--- src/hdl/nyutc_pkg.sv ---
`default_nettype none
package nyutc_pkg;

    localparam int YearW   = 14;
    localparam int MonthW  = 4;
    localparam int DayW    = 5;
    localparam int HourW   = 5;
    localparam int MinuteW = 6;
    localparam int SecondW = 6;
    localparam int StatusW = 2;
    localparam int UtcW    = 39;

    // register stages of the conversion pipeline
    localparam int NumStages = 7;

    typedef enum logic [StatusW-1:0] {
        StatusOk    = 2'd0,
        StatusRange = 2'd1,
        StatusDst   = 2'd2
    } status_t;

    localparam logic [YearW-1:0]   YearMin    = 14'd1900;
    localparam logic [YearW-1:0]   YearMax    = 14'd9999;
    localparam logic [MonthW-1:0]  MonthJan   = 4'd1;
    localparam logic [MonthW-1:0]  MonthFeb   = 4'd2;
    localparam logic [MonthW-1:0]  MonthMar   = 4'd3;
    localparam logic [MonthW-1:0]  MonthNov   = 4'd11;
    localparam logic [MonthW-1:0]  MonthDec   = 4'd12;
    localparam logic [HourW-1:0]   HourMax    = 5'd23;
    localparam logic [HourW-1:0]   HourRepeat = 5'd1;
    localparam logic [HourW-1:0]   HourGap    = 5'd2;
    localparam logic [HourW-1:0]   HourDstOn  = 5'd3;
    localparam logic [MinuteW-1:0] MinuteMax  = 6'd59;
    localparam logic [SecondW-1:0] SecondMax  = 6'd59;

    // floor(x / 100) = (x * 5243) >> 19, exact for any 14-bit x
    localparam logic [12:0] Div100Mul   = 13'd5243;
    localparam int          Div100Shift = 19;

    localparam logic [16:0] DstOffset = 17'd14400;
    localparam logic [16:0] StdOffset = 17'd18000;
    localparam logic [16:0] SecPerDay = 17'd86400;
    // day number of 1970-01-01 counted from 0000-03-01
    localparam logic signed [22:0] EpochDay = 23'sd719468;
    // 0000-03-01 is a wednesday: weekday = (n + 3) mod 7, 0 = sunday
    localparam logic [21:0] WeekdayBias = 22'd3;

    localparam logic signed [UtcW-1:0] UtcMin = -39'sd2208970800;
    localparam logic signed [UtcW-1:0] UtcMax = 39'sd253402318799;

    function automatic logic [DayW-1:0] month_len(input logic [MonthW-1:0] m,
                                                 input logic leap);
        logic [DayW-1:0] len;
        case (m)
            4'd2:    len = leap ? 5'd29 : 5'd28;
            4'd4:    len = 5'd30;
            4'd6:    len = 5'd30;
            4'd9:    len = 5'd30;
            4'd11:   len = 5'd30;
            default: len = 5'd31;
        endcase
        return len;
    endfunction

    // days from march 1 to the first of the month, march-based month index
    function automatic logic [8:0] march_offset(input logic [MonthW-1:0] mp);
        logic [8:0] ofs;
        case (mp)
            4'd0:    ofs = 9'd0;
            4'd1:    ofs = 9'd31;
            4'd2:    ofs = 9'd61;
            4'd3:    ofs = 9'd92;
            4'd4:    ofs = 9'd122;
            4'd5:    ofs = 9'd153;
            4'd6:    ofs = 9'd184;
            4'd7:    ofs = 9'd214;
            4'd8:    ofs = 9'd245;
            4'd9:    ofs = 9'd275;
            4'd10:   ofs = 9'd306;
            4'd11:   ofs = 9'd337;
            default: ofs = 9'd0;
        endcase
        return ofs;
    endfunction

    // 8 = 1 mod 7, so octal digits fold
    function automatic logic [2:0] mod7(input logic [21:0] v);
        logic [5:0] f1;
        logic [3:0] f2;
        logic [3:0] f3;
        f1 = {5'b0, v[21]};
        for (int i = 0; i < 7; i++)
        begin
            f1 = f1 + {3'b0, v[3*i +: 3]};
        end
        f2 = {1'b0, f1[5:3]} + {1'b0, f1[2:0]};
        f3 = {3'b0, f2[3]} + {1'b0, f2[2:0]};
        return (f3 == 4'd7) ? 3'd0 : f3[2:0];
    endfunction

endpackage
`default_nettype wire

--- src/hdl/nyutc_in_if.sv ---
`default_nettype none
interface nyutc_in_if;
    logic                             valid;
    logic                             ready;
    logic [nyutc_pkg::YearW-1:0]      year;
    logic [nyutc_pkg::MonthW-1:0]     month;
    logic [nyutc_pkg::DayW-1:0]       day;
    logic [nyutc_pkg::HourW-1:0]      hour;
    logic [nyutc_pkg::MinuteW-1:0]    minute;
    logic [nyutc_pkg::SecondW-1:0]    second;

    modport source (output valid, year, month, day, hour, minute, second, input ready);
    modport sink   (input valid, year, month, day, hour, minute, second, output ready);
endinterface
`default_nettype wire

--- src/hdl/nyutc_out_if.sv ---
`default_nettype none
interface nyutc_out_if;
    logic                                valid;
    logic                                ready;
    logic [nyutc_pkg::StatusW-1:0]       status;
    logic signed [nyutc_pkg::UtcW-1:0]   utc_seconds;

    modport source (output valid, status, utc_seconds, input ready);
    modport sink   (input valid, status, utc_seconds, output ready);
endinterface
`default_nettype wire

--- src/hdl/new_york_civil_time_to_utc.sv ---
`default_nettype none
// New York civil date and time to UTC Unix seconds. Each item on civil carries year, month,
// day, hour, minute and second; each gives exactly one item on utc, in order. status is ok,
// range (a field outside its valid span: year 1900..9999, month 1..12, day within the
// gregorian month, hour 0..23, minute and second 0..59) or dst (hour 2 on the second sunday
// of march, which does not exist, or hour 1 on the first sunday of november, which occurs
// twice). utc_seconds is civil time plus 4 h under daylight saving time and plus 5 h
// otherwise, and zero whenever status is not ok. The block is a seven-stage pipeline that
// takes one item every cycle while utc.ready is high; an item passes through stage registers
// s1 to s7, shows on utc from s7 and leaves when utc.ready is high. The per-stage ready chain
// lets any empty stage fill while the output stalls, so civil.ready is always high while
// utc.valid is low. Two divide-by-100 multipliers and the day-times-86400 multiplier each
// sit in a stage of their own.
module new_york_civil_time_to_utc (
    input  wire logic       clk,
    input  wire logic       rst_n,
    nyutc_in_if.sink        civil,
    nyutc_out_if.source     utc
);

    // stage 1: fields, march-based year, year / 100, coarse range check
    typedef struct packed {
        logic [13:0] year;
        logic [13:0] yy;
        logic [7:0]  cy;
        logic [3:0]  month;
        logic [3:0]  mp;
        logic [4:0]  day;
        logic [4:0]  hour;
        logic [5:0]  minute;
        logic [5:0]  second;
        logic        ok;
    } s1_t;

    // stage 2: century of march year, day check, seconds of day
    typedef struct packed {
        logic [13:0] yy;
        logic [7:0]  c;
        logic [3:0]  mp;
        logic [3:0]  month;
        logic [4:0]  day;
        logic [4:0]  hour;
        logic [16:0] hms;
        logic        ok;
    } s2_t;

    // stage 3: day number of the first of the month
    typedef struct packed {
        logic [21:0] nbase;
        logic [3:0]  month;
        logic [4:0]  day;
        logic [4:0]  hour;
        logic [16:0] hms;
        logic        ok;
    } s3_t;

    // stage 4: weekday of the first, day number of the date
    typedef struct packed {
        logic [2:0]  wday;
        logic [21:0] n;
        logic [3:0]  month;
        logic [4:0]  day;
        logic [4:0]  hour;
        logic [16:0] hms;
        logic        ok;
    } s4_t;

    // stage 5: dst decision, days since epoch
    typedef struct packed {
        logic signed [22:0]  days;
        logic [16:0]         sod;
        nyutc_pkg::status_t  status;
    } s5_t;

    // stage 6: day product
    typedef struct packed {
        logic [38:0]         prod;
        logic [16:0]         sod;
        nyutc_pkg::status_t  status;
    } s6_t;

    // stage 7: output register
    typedef struct packed {
        logic signed [38:0]  utc;
        nyutc_pkg::status_t  status;
    } s7_t;

    logic [nyutc_pkg::NumStages-1:0] valid_reg;
    logic [nyutc_pkg::NumStages-1:0] valid_next;
    logic [nyutc_pkg::NumStages-1:0] adv;

    s1_t s1_reg, s1_next;
    s2_t s2_reg, s2_next;
    s3_t s3_reg, s3_next;
    s4_t s4_reg, s4_next;
    s5_t s5_reg, s5_next;
    s6_t s6_reg, s6_next;
    s7_t s7_reg, s7_next;

    // a stage loads when it is empty or the one after it loads too
    always_comb
    begin
        adv[nyutc_pkg::NumStages-1] = !valid_reg[nyutc_pkg::NumStages-1] || utc.ready;
        for (int k = nyutc_pkg::NumStages - 2; k >= 0; k--)
        begin
            adv[k] = !valid_reg[k] || adv[k+1];
        end
        valid_next[0] = adv[0] ? civil.valid : valid_reg[0];
        for (int k = 1; k < nyutc_pkg::NumStages; k++)
        begin
            valid_next[k] = adv[k] ? valid_reg[k-1] : valid_reg[k];
        end
    end

    assign civil.ready     = adv[0];
    assign utc.valid       = valid_reg[nyutc_pkg::NumStages-1];
    assign utc.status      = s7_reg.status;
    assign utc.utc_seconds = s7_reg.utc;

    // stage 1
    logic [26:0] cy_prod;
    always_comb
    begin
        s1_next.year   = civil.year;
        s1_next.month  = civil.month;
        s1_next.day    = civil.day;
        s1_next.hour   = civil.hour;
        s1_next.minute = civil.minute;
        s1_next.second = civil.second;
        // january and february belong to the previous march-based year
        s1_next.yy = (civil.month <= nyutc_pkg::MonthFeb) ? civil.year - 14'd1 : civil.year;
        s1_next.mp = (civil.month > nyutc_pkg::MonthFeb) ? civil.month - 4'd3
                                                         : civil.month + 4'd9;
        cy_prod    = {13'b0, civil.year} * {14'b0, nyutc_pkg::Div100Mul};
        s1_next.cy = cy_prod[nyutc_pkg::Div100Shift +: 8];
        s1_next.ok = (civil.year >= nyutc_pkg::YearMin) && (civil.year <= nyutc_pkg::YearMax)
                  && (civil.month >= nyutc_pkg::MonthJan)
                  && (civil.month <= nyutc_pkg::MonthDec)
                  && (civil.day != 5'd0) && (civil.hour <= nyutc_pkg::HourMax)
                  && (civil.minute <= nyutc_pkg::MinuteMax)
                  && (civil.second <= nyutc_pkg::SecondMax);
    end

    // stage 2
    logic [26:0] c_prod;
    logic [13:0] cy_x100;
    logic        leap;
    always_comb
    begin
        c_prod  = {13'b0, s1_reg.yy} * {14'b0, nyutc_pkg::Div100Mul};
        cy_x100 = {6'b0, s1_reg.cy} * 14'd100;
        // divisible by 4, and not a century unless the century is divisible by 4
        leap    = (s1_reg.year[1:0] == 2'b00)
               && ((s1_reg.year != cy_x100) || (s1_reg.cy[1:0] == 2'b00));
        s2_next.yy    = s1_reg.yy;
        s2_next.c     = c_prod[nyutc_pkg::Div100Shift +: 8];
        s2_next.mp    = s1_reg.mp;
        s2_next.month = s1_reg.month;
        s2_next.day   = s1_reg.day;
        s2_next.hour  = s1_reg.hour;
        s2_next.hms   = {12'b0, s1_reg.hour} * 17'd3600 + {11'b0, s1_reg.minute} * 17'd60
                      + {11'b0, s1_reg.second};
        s2_next.ok    = s1_reg.ok
                     && (s1_reg.day <= nyutc_pkg::month_len(s1_reg.month, leap));
    end

    // stage 3
    logic [23:0] nsum;
    always_comb
    begin
        nsum = {10'b0, s2_reg.yy} * 24'd365 + {12'b0, s2_reg.yy[13:2]}
             - {16'b0, s2_reg.c} + {18'b0, s2_reg.c[7:2]}
             + {15'b0, nyutc_pkg::march_offset(s2_reg.mp)};
        s3_next.nbase = nsum[21:0];
        s3_next.month = s2_reg.month;
        s3_next.day   = s2_reg.day;
        s3_next.hour  = s2_reg.hour;
        s3_next.hms   = s2_reg.hms;
        s3_next.ok    = s2_reg.ok;
    end

    // stage 4
    always_comb
    begin
        s4_next.wday  = nyutc_pkg::mod7(s3_reg.nbase + nyutc_pkg::WeekdayBias);
        s4_next.n     = s3_reg.nbase + {17'b0, s3_reg.day} - 22'd1;
        s4_next.month = s3_reg.month;
        s4_next.day   = s3_reg.day;
        s4_next.hour  = s3_reg.hour;
        s4_next.hms   = s3_reg.hms;
        s4_next.ok    = s3_reg.ok;
    end

    // stage 5
    logic [4:0] first_sun;
    logic [4:0] trans_day;
    logic       is_mar;
    logic       is_nov;
    logic       gap;
    logic       dst;
    always_comb
    begin
        first_sun = (s4_reg.wday == 3'd0) ? 5'd1 : 5'd8 - {2'b0, s4_reg.wday};
        is_mar    = (s4_reg.month == nyutc_pkg::MonthMar);
        is_nov    = (s4_reg.month == nyutc_pkg::MonthNov);
        // march switches on the second sunday, november on the first
        trans_day = is_mar ? first_sun + 5'd7 : first_sun;
        gap = 1'b0;
        if (is_mar)
        begin
            gap = (s4_reg.day == trans_day) && (s4_reg.hour == nyutc_pkg::HourGap);
            dst = (s4_reg.day > trans_day)
               || ((s4_reg.day == trans_day) && (s4_reg.hour >= nyutc_pkg::HourDstOn));
        end
        else if (is_nov)
        begin
            gap = (s4_reg.day == trans_day) && (s4_reg.hour == nyutc_pkg::HourRepeat);
            dst = (s4_reg.day < trans_day)
               || ((s4_reg.day == trans_day) && (s4_reg.hour < nyutc_pkg::HourRepeat));
        end
        else
        begin
            dst = (s4_reg.month > nyutc_pkg::MonthMar) && (s4_reg.month < nyutc_pkg::MonthNov);
        end
        if (!s4_reg.ok)
            s5_next.status = nyutc_pkg::StatusRange;
        else if (gap)
            s5_next.status = nyutc_pkg::StatusDst;
        else
            s5_next.status = nyutc_pkg::StatusOk;
        s5_next.days = $signed({1'b0, s4_reg.n}) - nyutc_pkg::EpochDay;
        s5_next.sod  = s4_reg.hms + (dst ? nyutc_pkg::DstOffset : nyutc_pkg::StdOffset);
    end

    // stage 6
    logic signed [40:0] day_prod;
    always_comb
    begin
        day_prod       = s5_reg.days * $signed({1'b0, nyutc_pkg::SecPerDay});
        s6_next.prod   = day_prod[38:0];
        s6_next.sod    = s5_reg.sod;
        s6_next.status = s5_reg.status;
    end

    // stage 7
    always_comb
    begin
        s7_next.status = s6_reg.status;
        s7_next.utc    = (s6_reg.status == nyutc_pkg::StatusOk)
                       ? $signed(s6_reg.prod + {22'b0, s6_reg.sod}) : 39'sd0;
    end

    always_ff @(posedge clk or negedge rst_n)
    begin
        if (!rst_n)
            valid_reg <= '0;
        else
            valid_reg <= valid_next;
    end

    always_ff @(posedge clk)
    begin
        if (adv[0]) s1_reg <= s1_next;
        if (adv[1]) s2_reg <= s2_next;
        if (adv[2]) s3_reg <= s3_next;
        if (adv[3]) s4_reg <= s4_next;
        if (adv[4]) s5_reg <= s5_next;
        if (adv[5]) s6_reg <= s6_next;
        if (adv[6]) s7_reg <= s7_next;
    end

endmodule
`default_nettype wire

--- src/flat_wrapper.sv ---
// flat-port wrapper written by rule: the top's interface ports become plain ports
module new_york_civil_time_to_utc_flat 
  (clk, rst_n, civil_valid, civil_year, civil_month, civil_day, civil_hour, civil_minute, civil_second, civil_ready, utc_valid, utc_status, utc_utc_seconds, utc_ready);
  nyutc_in_if civil_i ();
  nyutc_out_if utc_i ();
  input  wire logic clk;
  input  wire logic rst_n;
  input wire logic [$bits(civil_i.valid)-1:0] civil_valid;
  input wire logic [$bits(civil_i.year)-1:0] civil_year;
  input wire logic [$bits(civil_i.month)-1:0] civil_month;
  input wire logic [$bits(civil_i.day)-1:0] civil_day;
  input wire logic [$bits(civil_i.hour)-1:0] civil_hour;
  input wire logic [$bits(civil_i.minute)-1:0] civil_minute;
  input wire logic [$bits(civil_i.second)-1:0] civil_second;
  output wire logic [$bits(civil_i.ready)-1:0] civil_ready;
  output wire logic [$bits(utc_i.valid)-1:0] utc_valid;
  output wire logic [$bits(utc_i.status)-1:0] utc_status;
  output wire logic [$bits(utc_i.utc_seconds)-1:0] utc_utc_seconds;
  input wire logic [$bits(utc_i.ready)-1:0] utc_ready;
  assign civil_i.valid = civil_valid;
  assign civil_i.year = civil_year;
  assign civil_i.month = civil_month;
  assign civil_i.day = civil_day;
  assign civil_i.hour = civil_hour;
  assign civil_i.minute = civil_minute;
  assign civil_i.second = civil_second;
  assign civil_ready = civil_i.ready;
  assign utc_valid = utc_i.valid;
  assign utc_status = utc_i.status;
  assign utc_utc_seconds = utc_i.utc_seconds;
  assign utc_i.ready = utc_ready;
  new_york_civil_time_to_utc u_core (.clk(clk), .rst_n(rst_n), .civil(civil_i), .utc(utc_i));
endmodule
--- config.mk ---
export PLATFORM = sky130hd
export DESIGN_NAME = new_york_civil_time_to_utc_flat
export DESIGN_NICKNAME = d
export VERILOG_FILES = /design/src/hdl/nyutc_pkg.sv /design/src/hdl/nyutc_in_if.sv /design/src/hdl/nyutc_out_if.sv /design/src/hdl/new_york_civil_time_to_utc.sv /design/src/flat_wrapper.sv
export SDC_FILE = /design/constraint.sdc
export NUM_CORES = 1
export LEC_CHECK = 0
export CAP_MARGIN = 20
export CORE_ASPECT_RATIO = 0.5
export CORE_MARGIN = 1.5
export CORE_UTILIZATION = 40
export CTS_BUF_LIST = sky130_fd_sc_hd__clkbuf_4 sky130_fd_sc_hd__clkbuf_8
export DETAILED_ROUTE_END_ITERATION = 6
export DONT_BUFFER_PORTS = 1
export PLACE_DENSITY_LB_ADDON = 0.2
export SLEW_MARGIN = 20
export SYNTH_ARGS = -nofsm -noshare
export SYNTH_HDL_FRONTEND = slang
export SYNTH_SLANG_ARGS = --single-unit
export TNS_END_PERCENT = 20
--- constraint.sdc ---
create_clock -name clk -period 6.66 [get_ports clk]
set_input_delay 0.999 -clock clk [delete_from_list [all_inputs] [get_ports clk]]
set_output_delay 0.999 -clock clk [all_outputs]
set_load 0.1 [all_outputs]
; After elaboration in Yosys (flattened, before gate mapping)
; Memories as Yosys holds them, arrays and structs flattened. A register that Yosys moved wholly into a read port is not among the register bits.
; Cells that the tools add are included.
; Widths: inputs -> output; s select.
[op_classes]
n_mux = 13
addsub = 26
n_mul = 7
n_lt_le_gt_ge = 16
reduce_logical = 37
n_eq_ne = 12
[ops]
columns = operator, count
row1 = $mul 14x13->27 const B, 2
row2 = $add 39x17->39, 1
row3 = $add 6x3->6, 6
row4 = $mul 23x11->32 const B, 1
row5 = $sub 22x20->23 const B, 1
row6 = $add 22x12->22, 1
row7 = $add 22x2->22 const B, 1
row8 = $add 22x5->22, 1
row9 = $add 22x6->22, 1
row10 = $add 22x9->22, 1
row11 = $mul 14x9->22 const B, 1
row12 = $sub 22x1->22 const B, 1
row13 = $sub 22x8->22, 1
row14 = $add 17x12->17, 1
row15 = $add 17x17->17, 1
row16 = $add 17x6->17, 1
row17 = $mux 15, 1
row18 = $ge 14x11->1 const B, 1
row19 = $le 14x14->1 const B, 1
row20 = $logic_and 1x1->1, 14
row21 = $mux 14, 1
row22 = $ne 14x14->1, 1
row23 = $sub 14x1->14 const B, 1
row24 = $mul 5x8->13 const B, 1
row25 = 37 further kinds, 68
[word_totals]
in_bits = 44
register_bits = 377
romBits = 144
out_inout_bits = 43
memories = 1
wordCells = 158
[memory_table]
columns = name, depth, word_bits, rd, rd_clocked_by_memory_dff, write_ports, line_no
row1 = (no name shown), 16, 9, 1, 1, 0, nyutc_pkg.sv:68  ; case (mp)

; Depth between registers and ports, before layout
; Gate-level depths: netlist (run 1).
[depth]
word_depth = 11
mapped_depth = 28
mapped_depth_nobuf = 28

; Worst setup path before layout (run 1)
; Ideal clock, no wire load.
[synth_timing]
path_kind = reg2reg
start = register u_core.s3_reg[34] (netlist name)
end = register u_core.s4_reg[54] (netlist name) (data pin)
path_slack_ns = 0.136
setup_time_ns = 0.262
arrival_time_ns = 6.262
stages_incl_launch_ff = 28
synth_period_minus_slack_ns = 6.524
required_ns = 6.398
path_cell_list = edfxtp_1 nand3_1 a21oi_1 and3_1 nand3_1 nor2_1 nand4_1 xnor2_1 ha_1 ha_1 xnor2_1 fa_1 fa_1 fa_1 fa_1 inv_1 ha_1 a21o_1 a21oi_1 xnor2_1 ha_1 a21o_1 a21o_1 ha_1 ha_1 a211oi_1 a21o_1 a21boi_0
[synth_between]
elab_chain_len = 11
[synth_lines]
columns = item, line_no
row1 = start: declaration, new_york_civil_time_to_utc.sv:94  ; s3_t s3_reg, s3_next;
row2 = start signal: assignment, new_york_civil_time_to_utc.sv:265  ; if (adv[2]) s3_reg <= s3_next;
row3 = $add 22x2->22 (*), new_york_civil_time_to_utc.sv:185  ; s4_next.wday = nyutc_pkg::mod7(s3_reg.nbase + nyutc_pkg::WeekdayBias);
row4 = $add 1x3->4, nyutc_pkg.sv:94  ; f1 = f1 + {3'b0, v[3*i +: 3]};
row5 = $add 6x3->6 (5 in series), nyutc_pkg.sv:94
row6 = $add 6x3->6 (*), nyutc_pkg.sv:94
row7 = $add 3x3->4 (*), nyutc_pkg.sv:96  ; f2 = {1'b0, f1[5:3]} + {1'b0, f1[2:0]};
row8 = $add 1x3->4 (*), nyutc_pkg.sv:97  ; f3 = {3'b0, f2[3]} + {1'b0, f2[2:0]};
row9 = $eq 4x3->1, nyutc_pkg.sv:98  ; return (f3 == 4'd7) ? 3'd0 : f3[2:0];
row10 = end signal: assignment, new_york_civil_time_to_utc.sv:266  ; if (adv[3]) s4_reg <= s4_next;
row11 = end: declaration, new_york_civil_time_to_utc.sv:95  ; s4_t s4_reg, s4_next;
; Every way passes the cells marked *; elsewhere a longest branch is shown, timed or not.
; A chain may end at the register's enable or synchronous reset.

; Final worst setup path (run 1)
[layout_timing]
start = register u_core.s3_reg[33] (netlist name)
end = register u_core.s4_reg[56] (netlist name) (data pin)
; Same word-level chain as after synthesis.

==> impl_metrics.ini, run 1 <==
[yosys]
avgSynthCellArea_um2 = 11.57
synthAdderAreaFrac = 0.3990
synth_top_family_by_area = adder cells
syn_nets = 3846
yosys.area_share.simple = 0.05730
seq_area_frac_synth = 0.3403
synthFlopType = edfxtp_1
synthMuxAreaShare = 0.002488
synth-compound-area-share = 0.07282
postSynth.asyncResetShare = 0.01813
syn-cell-area_um2 = 33690
ys_ff_latch = 386
synth_edf_count = 370
ys_types = 65
syn_inst = 2913
synth-warning-count = 0
synth_xor_area_frac = 0.05459

[min_path]
hold_path.startpoint = u_core.s3_reg[20]$_DFFE_PP_
hold_path.class = reg -> reg

[routing]
wirelength_um = 60310
routedWlPerCell_um = 14.48
drtIter0Drc = 684
vias_per_cell = 4.672
drcViolationCount = 0
drtPass1Iterations = 5
ant_nets = 0
vias = 19460

[floorplanning]
boundaryPins = 87
rows = 75
core_um2 = 83610
dieWidth_um = 413.4
die_y_um = 208.2
die_area_um2 = 86090
initial_core_util = 0.4030

[cells_and_area]
mostFrequentLayoutCell = inv_1
final_cell_mix = inv_1, ha_1, edfxtp_1, fa_1, xnor2_1
largest_register_ffs = 67
finalNetCount = 3922
area_growth_pct = 8.853
drive_above_1_share = 0.05524

[worst_setup_path]
arrival_ns = 6.80
crit_type = reg -> reg
crit_fanout = 3
worst_path_max_delay_cell = fa_1
critPathLaunch = u_core.s3_reg[33]$_DFFE_PP_
cp_data_required_time_ns = 7.09
cp-start-kind = flip-flop
cp-end-kind = flip-flop
r2r-start = u_core.s3_reg[33]$_DFFE_PP_
cp_slowest_stage_delay_ns = 0.55

[global_route]
grt_start_max_net_pins = 62
grt_antenna_before_repair = 3
grt_pass1_vias = 20200
grt_use_total = 0.1457
overflow = 0
grt_pass1_wl_um = 102300

[placed_design]
portBuffers = 0
place_congestion = 0.8565
dpl.hpwl_um = 50090

[clock_network]
cts_root_buf = clkbuf_8
tritoncts = yes
cts.path.max_buffers = 3
cts_htree_levels = 2
cts_inserted_buffers = 60
cts.sinks = 386
cts.clk_slew.worst_paths_ns = 0.07
clk_latency_ns = 0.70

[timing]
hold_viol_final = 0
final_max_slew_viol_count = 0
maxSlewHeadroom = 0.3552
fin_crit_sh = 0.9558
min_period_ns = 6.366
worst_pin_slew_ns = 0.9638
fin_worst_skew_ns = 0.05755
fmax_mhz = 157.1
holdWs_ns = 0.4125
setup_viol = 0

[status]
status = finished, final reports clean

[flow_run]
max-cap-violations = 0
-- cells by family (layout without fill, tap and decap cells) --
family                     after synthesis  in the layout
adders and majority gates              889            889
buffers and inverters                  659            787
DFF                                    386            386
and+or+nand+nor                        383            383
AOI/OAI and AO/OA                      378            378
xor gates and xnor gates               210            210
muxes                                    8              8
other                                    0              8
-- repair_timing --
action / CTS / global route
endpoints found under the hold margin: 7 / 0
hold buffers: 1 / 0
resized for setup: 0 / 15
buffers inserted: 0 / 3
endpoints found under the setup margin: 0 / 3
-- worst max-delay path, delay by kind of cell, from the launching register on --
family,cells,cell delay (ns)
simple gates,5,0.64
flops,1,0.34
xor+xnor,2,0.38
buf+inv,3,0.21
fa+ha+maj,10,3.50
compound gates,7,1.02
-- per-stage QoR --
stage / setup TNS (ns) / cell area [um^2] / utilization / setup WS [ns] / std cells
after floorplan: 0 / 33690 / - / 0.1357 / 2913
after global placement: 0 / 35210 / 0.4211 / 0.1706 / 4039
after detailed placement: 0 / 35210 / 0.4211 / 0.001985 / 4039
after CTS: 0 / 36560 / 0.4373 / 0.03345 / 4154
after global routing: -0.06184 / 36670 / 0.4385 / -0.03366 / 4161
final: 0 / 36680 / 0.4386 / 0.2942 / 4165
-- layout make-up --
class,instances,area [um^2]
Antenna cell,8,20.02
Clock buffer,84,1044
Clock inverter,30,301.5
Fill cell,7730,46940
Inverter,650,2440
Multi-Input combinational cell,1868,19830
Sequential cell,386,11470
Tap cell,1116,1396
Timing Repair Buffer,23,175.2
-- cell usage after synthesis (all sizes together), types with 23 or more instances --
master	number	area, um^2
xnor2	159	1393
xor2	51	446.7
nand2	88	330.3
nand3	43	220.2
edfxtp	370	11110
nand2b	23	143.9
a21o	54	405.4
nor2	79	296.5
ha	580	7257
and3	26	162.7
nor3	24	120.1
fa	309	6186
o21ai	73	369.1
a21oi	118	590.6
inv	650	2440
-- worst paths after layout --
| kind | end | depth (start not counted) | slack [ns] |
|---|---|---|---|
| worst min register to register | u_core.s4_reg[20]$_DFFE_PP_ | 0 | 0.41 |
| min in group asynchronous | u_core.valid_reg[4]$_DFFE_PN0P_ | 1 | 0.68 |
| worst max-delay path | u_core.s4_reg[56]$_SDFFCE_PN0P_ | 27 | 0.29 |
| max in group asynchronous | u_core.valid_reg[2]$_DFFE_PN0P_ | 1 | 5.72 |
| worst max register to register | u_core.s4_reg[56]$_SDFFCE_PN0P_ | 27 | 0.29 |
| worst min-delay path | u_core.s4_reg[20]$_DFFE_PP_ | 0 | 0.41 |
-- per-layer routing --
layer	GRT usage	vias up	wire length, um
li1	-	9933	-
met1	0.2086	9268	30560
met2	0.2346	190	27040
met3	0.02072	65	1627
met4	0.03107	2	1069
met5	0	-	13
Power of run 1 is not shown: default switching activity piles up to over one toggle a cycle in this logic, so the estimate is an artifact.
==> inputs of run 2 (changes only) <==
--- a/config.mk
+++ b/config.mk
@@ -8,7 +8,7 @@
 export CAP_MARGIN = 20
 export CORE_ASPECT_RATIO = 0.5
 export CORE_MARGIN = 1.5
-export CORE_UTILIZATION = 40
+export CORE_UTILIZATION = 50
 export CTS_BUF_LIST = sky130_fd_sc_hd__clkbuf_4 sky130_fd_sc_hd__clkbuf_8
 export DETAILED_ROUTE_END_ITERATION = 6
 export DONT_BUFFER_PORTS = 1
==> constraint.sdc (replaced) <==
create_clock -name clk -period 7.2 [get_ports clk]
set_input_delay 1.08 -clock clk [delete_from_list [all_inputs] [get_ports clk]]
set_output_delay 1.08 -clock clk [all_outputs]
set_load 0.1 [all_outputs]
==> run 2 against run 1 <==
Maximum frequency is 7.2% lower. Critical path depth stayed put. Largest cell class unchanged. Routed wire length is 4.6% lower. Design area shrank 1.6%. First-iteration DRC count up 28%. The flow now finishes with violations (DRC).
==> impl_metrics.ini, run 2 (synthesized netlist as in run 1, its figures left out) <==
[clock_network]
cts_htree_levels = 2
cts_resized = 0
cts_root_buf = clkbuf_8
cts_inserted_buffers = 57
tritoncts = yes
hold_buffers = 0
cts.sinks = 386
cts.clk_slew.worst_paths_ns = 0.07
post_cts_buffers = 0
cts.path.max_buffers = 3
clk_latency_ns = 0.66

[global_route]
grt_pass1_wl_um = 98600
overflow = 0
grt_antenna_before_repair = 0
grt_start_max_net_pins = 69
grt_pass1_vias = 20300
grt_use_total = 0.1731

[floorplanning]
dieWidth_um = 370.1
core_um2 = 66810
die_y_um = 186.6
die_area_um2 = 69050
rows = 67
boundaryPins = 87
initial_core_util = 0.5043

[timing]
final_max_slew_viol_count = 0
rsz0062_at_grt = false
maxSlewHeadroom = 0.3683
final.setup.tns_ns = 0
min_period_ns = 6.856
setup_viol = 0
fin_worst_skew_ns = 0.05547
fin_crit_sh = 0.9523
worst_pin_slew_ns = 0.9443
hold_viol_final = 0
fmax_mhz = 145.8

[min_path]
hold_path.class = in -> async

[cells_and_area]
largest_register_ffs = 67
finalNetCount = 3905
mostFrequentLayoutCell = inv_1
nFillCells = 5692
drive_above_1_share = 0.04469
antenna_cells = 0
final_cell_mix = inv_1, ha_1, edfxtp_1, fa_1, xnor2_1
area_growth_pct = 7.141

[routing]
vias_per_cell = 4.964
drtPass1Iterations = 7
drtIter0Drc = 875
routedWlPerCell_um = 14.69
wirelength_um = 57550
drcViolationCount = 9
ant_nets = 0
vias = 19450

[placed_design]
dpl.hpwl_um = 48070
place_congestion = 0.8351
portBuffers = 0

[worst_setup_path]
cp-end-kind = flip-flop
crit_fanout = 4
crit_type = reg -> reg
cp-start-kind = flip-flop
cp_data_required_time_ns = 7.59
arrival_ns = 7.25

[status]
violations = DRC
status = finished with violations

[flow_run]
max-cap-violations = 0
==> run 2: changes by cell type in the layout (fill, tap and decap cells not counted), sizes merged <==
cell,previous run,this run
clkinvlp,2,1
clkbuf,84,83
inv,651,654
dlygate4sd3,1,0
buf,22,9
clkinv,22,19
diode,8,0
bufinv,5,1
==> run 2: cell type report <==
class	count	area (um^2)	share of cell area
well taps	897	1122	0.03109
clock buffers	83	1042	0.02887
repair buffers	9	67.56	0.001872
multi-input cells	1868	19770	0.5477
flip-flops and latches	386	11470	0.3176
inverters	650	2442	0.06766
clock inverters	25	186.4	0.005164
==> run 2: worst paths after layout <==
kind                       cells after the start                         endpoint                        start  slack [ns]
max                                           27  u_core.s4_reg[55]$_SDFFCE_PN0P_  u_core.s3_reg[34]$_DFFE_PP_        0.34
max in group asynchronous                      0  u_core.valid_reg[5]$_DFFE_PN0P_                        rst_n        7.02
min reg2reg                                    0      u_core.s3_reg[21]$_DFFE_PP_  u_core.s2_reg[21]$_DFFE_PN_        0.38
min                                            0  u_core.valid_reg[1]$_DFFE_PN0N_                        rst_n        0.11
max reg2reg                                   27  u_core.s4_reg[55]$_SDFFCE_PN0P_  u_core.s3_reg[34]$_DFFE_PP_        0.34
min in group clk                               0      u_core.s3_reg[21]$_DFFE_PP_  u_core.s2_reg[21]$_DFFE_PN_        0.38
==> run 2: routing by layer <==
metal,wire [um],vias up,track usage
li1,-,9879,-
met1,28820,9292,0.2458
met2,26520,214,0.2889
met3,1430,65,0.02116
met4,784,0,0.02995
met5,0,-,0
==> run 2: critical path, cell delays in order (launching register included) <==
cell and delay, ns:
edfxtp_1 0.41, nand3_1 0.14, a21oi_2 0.20, and3_4 0.23, nand3_1 0.11, nor2_1 0.16
nand4_1 0.14, xnor2_1 0.16, ha_1 0.21, ha_1 0.22, xnor2_2 0.16, fa_1 0.52
fa_1 0.53, fa_1 0.52, fa_1 0.55, inv_1 0.07, ha_1 0.30, a21o_1 0.16
a21oi_1 0.17, xnor2_1 0.18, ha_1 0.28, a21o_1 0.16, a21o_1 0.17, ha_1 0.22
ha_1 0.23, a211oi_1 0.20, a21o_1 0.13, a21boi_0 0.09
==> run 2: metrics by stage <==
step | instance area [um^2] | worst slack, ns | util | hold WS, ns | std cells
2_1_floorplan | 33690 | 0.6757 | - | 0.4003 | 2913
3_3_place_gp | 34850 | 0.4770 | 0.5216 | 0.4008 | 3810
3_5_place_dp | 34850 | 0.2393 | 0.5217 | 0.4045 | 3810
4_1_cts | 36080 | 0.2277 | 0.5400 | 0.05057 | 3918
5_1_grt | 36100 | 0.006134 | 0.5403 | 0.03846 | 3918
6_report | 36100 | 0.3435 | 0.5403 | 0.1116 | 3918
Power of run 2 is left out for the same reason.
